File: config.mk
export PLATFORM = sky130hd
export DESIGN_NAME = bbpmu_div_cell
export DESIGN_NICKNAME = d
export VERILOG_FILES = /design/src/rtl/bbpmu_pkg.sv /design/src/rtl/bbpmu_div_cell.sv
export SDC_FILE = /design/constraint.sdc
export NUM_CORES = 1
export LEC_CHECK = 0
export BUFFER_PORTS_ARGS = -buffer_cell sky130_fd_sc_hd__buf_2
export CAP_MARGIN = 10
export CORE_MARGIN = 5
export CORE_UTILIZATION = 45
export DETAILED_ROUTE_END_ITERATION = 10
export PLACE_DENSITY = 0.89
export SLEW_MARGIN = 20
export SYNTH_ARGS = -nofsm -noshare
export SYNTH_HDL_FRONTEND = slang
export SYNTH_SLANG_ARGS = --single-unit
File: constraint.sdc
create_clock -name clk -period 2.6 [get_ports clk]
set_input_delay 0 -clock clk [delete_from_list [all_inputs] [get_ports clk]]
set_output_delay 0 -clock clk [all_outputs]
set_load 0.02 [all_outputs]
File: src/rtl/bbpmu_pkg.sv
// shared constants and types for the binary belief-propagation message update
package bbpmu_pkg;

  localparam int PROB_BITS_DEF = 16;
  localparam int ACC_W = 64;

  typedef struct packed {
    logic             valid;
    logic             zero;
    logic [ACC_W-1:0] rem;
    logic [ACC_W-1:0] dvs;
  } div_lane_t;

endpackage

File: src/rtl/bbpmu_div_cell.sv
// one restoring-division cell: produces one quotient bit and hands on to the next cell
module bbpmu_div_cell #(
  parameter int PROB_BITS = bbpmu_pkg::PROB_BITS_DEF,
  parameter bit SHIFT = 1'b1
) (
  input  logic                  clk,
  input  logic                  rst,
  input  bbpmu_pkg::div_lane_t  lane_in,
  input  logic [PROB_BITS:0]    q_in,
  output bbpmu_pkg::div_lane_t  lane_out,
  output logic [PROB_BITS:0]    q_out
);
  import bbpmu_pkg::*;

  localparam int Q_W = PROB_BITS + 1;

  logic [ACC_W-1:0] r_sh, r_next;
  logic [Q_W-1:0]   q_sh, q_next;
  logic             valid, zero;
  logic [ACC_W-1:0] rem, dvs;
  logic [Q_W-1:0]   q;

  always_comb begin
    r_sh = SHIFT ? {lane_in.rem[ACC_W-2:0], 1'b0} : lane_in.rem;
    q_sh = SHIFT ? {q_in[Q_W-2:0], 1'b0} : q_in;
    if (r_sh >= lane_in.dvs) begin
      r_next = r_sh - lane_in.dvs;
      q_next = q_sh | Q_W'(1);
    end else begin
      r_next = r_sh;
      q_next = q_sh;
    end
  end

  always_ff @(posedge clk) begin
    if (rst) begin
      valid <= 1'b0;
    end else begin
      valid <= lane_in.valid;
    end
  end

  always_ff @(posedge clk) begin
    zero <= lane_in.zero;
    rem  <= r_next;
    dvs  <= lane_in.dvs;
    q    <= q_next;
  end

  assign lane_out = '{valid: valid, zero: zero, rem: rem, dvs: dvs};
  assign q_out = q;

endmodule

==> reports/qor.tcl <==
set qor(final_design_area_no_fill_um2) 12900
set qor(hold_path.startpoint) {lane_in[0]}
set qor(number_of_inserted_diodes) 0
set qor(die_w_um) 144
set qor(synth_enable_flop_cells) 0
set qor(outcome) {completed}
set qor(port_buffers) 293
set qor(hold_slack_ps) 132
set qor(detail_route.iter0.violations) 982
set qor(min_path_cells) 6
set qor(gp_routability_congestion) 0.963
set qor(fmax_mhz) 388
set qor(grt_first_pass_wirelength_um) 50500
set qor(detailed_place.area_um2) 10700
set qor(hpwlAfterDp_um) 22200
set qor(first_global_vias) 10100
set qor(routed_wire_length_per_instance_um) 19.0
set qor(fp.coreArea_um2) 17400
set qor(worstSetupPathType) {in2reg}
set qor(post_route_cells_drive_above_1_share) 0.340
set qor(io_pins) 296
set qor(drc) 0
set qor(worstHoldPathType) {in2reg}
set qor(worst_ep_arrival_time_ps) 2900
set qor(cts.sink_count) 147
set qor(final_common_cell) {sky130_fd_sc_hd__buf_2}
set qor(ir_worst_vdd_uv) 602
set qor(ys.warnings.count) 0
set qor(area_taken_by_multi_input_logic_gates_um2) 4710
set qor(worst_setup_hold_path_clk_slew_ps) 70
set qor(worst_ep_required_time_ps) 2920
set qor(most-common-layout-cells) {293 x sky130_fd_sc_hd__buf_2, 147 x sky130_fd_sc_hd__dfxtp_1, 147 x sky130_fd_sc_hd__dlygate4sd3_1}
set qor(count_of_distinct_cell_types_in_the_synthesized_netlist) 62
set qor(powerDensity_nw_per_um2) 604
set qor(cts-root-to-sink-buffers) 2
set qor(net_count_final) 1744
set qor(mappedNetlistNets) 1190
set qor(worstSetupStartpointType) {primary input}
set qor(synthFlopType) {sky130_fd_sc_hd__dfxtp_1}
set qor(min_period_ps) 2580
set qor(layout.area.seq_um2) 2940
set qor(clk_root_buffer_cell) {sky130_fd_sc_hd__clkbuf_16}
set qor(timing.slew.headroom) 0.565
set qor(initial_standard_cell_utilization_of_the_core) 0.461
set qor(syn-instance-count) 976
set qor(antenna_violating_nets_post_route) 0
set qor(synthArstFlopShare) 0
set qor(setup_crit_end_kind) {flip-flop}
set qor(maxCapViolations) 0
set qor(ys_seq_elements) 147
set qor(vias) 9892
set qor(grt_max_degree) 27
set qor(nFillCells) 1176
set qor(totalWireLength_um) 33600
set qor(post_drt_via_cell_ratio) 5.60
set qor(die-area_um2) 20600
set qor(final-hold-violation-count) 0
set qor(grt_antenna_before_repair) 0
set qor(synth.cell_area_um2) 8030
set qor(detail_route.first_pass.iterations) 7
set qor(placementRows) 48
set qor(globalRouteOverflowTotal) 0
set qor(area.growth.synth_to_final_pct) 60.4
set qor(setup_violations) 0
set qor(h-tree-depth) 4
set qor(cts_buffers) 17
set qor(timing.final.crit_share) 0.992
set qor(max_slew.worst_pin.slew_ps) 651
set qor(die_height_um) 144
set qor(worst-path-max-fanout) 3
set qor(tritoncts) {done}
set qor(p_leak_uw) 0.00635
set qor(sequential_area_share_after_synthesis) 0.367
set qor(avgSynthCellArea_um2) 8.22
set qor(grtUsageTotal) 0.307
set qor(timing.hold.worst_endpoint) {rem[3]$_DFF_P_}
set qor(slew_violations) 0
==> layer usage <==
layer / GRT usage / part of all wire / vias up
li1: - / - / 4512
met2: 0.540 / 0.48 / 644
met1: 0.349 / 0.38 / 4542
met5: 0 / 0 / -
met4: 0.158 / 0.059 / 0
met3: 0.0672 / 0.081 / 194
==> logic make-up after synthesis <==
logic type	share of synthesized area
multiplexers	0.0106
XOR/XNOR	0.0600
adder cells (fa/ha/maj)	0.102
flip-flops	0.367
AND/OR/NAND/NOR	0.151
buffers and inverters	0.0644
AO/OA/AOI/OAI	0.245
==> stage by stage <==
stage	std cells	setup slack [ps]	utilization	total power [µW]	setup TNS (ps)
floorplan	976	0.199	-	4020	0
CTS	1767	4.23	0.729	7580	0
global placement	1588	-274	0.612	4980	-4650
detailed placement	1588	-316	0.612	5020	-7630
global route	1768	-17.8	0.739	8090	-91.1
finish	1768	21.7	0.739	7770	0
==> final cells by class <==
cell class | instances | area share
Inverter | 83 | 0.0242
Multi-Input combinational cell | 699 | 0.366
Clock buffer | 17 | 0.0331
Clock inverter | 15 | 0.0110
Timing Repair Buffer | 582 | 0.315
Tap cell | 225 | 0.0219
Sequential cell | 147 | 0.229
==> Yosys cell counts (all sizes together) (26+ instances only) <==
library cell  count  area share
ha               64        0.10
clkbuf           32       0.015
nand4            30       0.023
inv              83       0.039
dfxtp           147        0.37
xnor2            29       0.032
nand2            77       0.037
a21oi           128       0.082
xor2             26       0.028
o21ai            53       0.034
nor2             98       0.046
a21o             36       0.034
==> registers in the layout, indices dropped and copies added (netlist names) <==
register and cells:
valid 1, zero 1, rem 64, q_out 17
dvs 64
==> worst max-delay path, stage by stage <==
cell and delay (ps):
sky130_fd_sc_hd__buf_2 90, sky130_fd_sc_hd__inv_1 40, sky130_fd_sc_hd__ha_1 310, sky130_fd_sc_hd__a21o_1 190
sky130_fd_sc_hd__a2111oi_1 650, sky130_fd_sc_hd__buf_4 220, sky130_fd_sc_hd__a2111oi_0 90, sky130_fd_sc_hd__buf_4 160
sky130_fd_sc_hd__o21a_1 190, sky130_fd_sc_hd__buf_4 140, sky130_fd_sc_hd__o21ba_2 250, sky130_fd_sc_hd__a31oi_1 240
sky130_fd_sc_hd__xor2_1 220, sky130_fd_sc_hd__a21oi_1 100
==> where the power goes <==
| group | switching [µW] | internal, µW | total (µW) |
|---|---|---|---|
| registers | 77.5 | 2500 | 2580 |
| logic | 1590 | 1180 | 2770 |
| clock network | 1160 | 1270 | 2420 |
| total | 2820 | 4950 | 7770 |
==> how the worst max path moves through the flow <==
stage / start / endpoint / slack [ps]
after floorplan: lane_in[0] / rem[30]$_DFF_P_ / 0.2
after global placement: lane_in[10] / rem[61]$_DFF_P_ / -270
after detailed placement: lane_in[10] / rem[61]$_DFF_P_ / -320
after CTS: lane_in[47] / rem[32]$_DFF_P_ / 4
after global routing: lane_in[49] / rem[58]$_DFF_P_ / -20
final: lane_in[10] / rem[61]$_DFF_P_ / 20
==> timing repair <==
item                                    in CTS  in global routing
gates resized for setup                      0                 48
buffers inserted                             0                  2
endpoints found under the hold margin      146                  0
endpoints found under the setup margin       0                 59
hold buffers                               147                  0
Note: power is estimated with default switching activity, not from simulation.
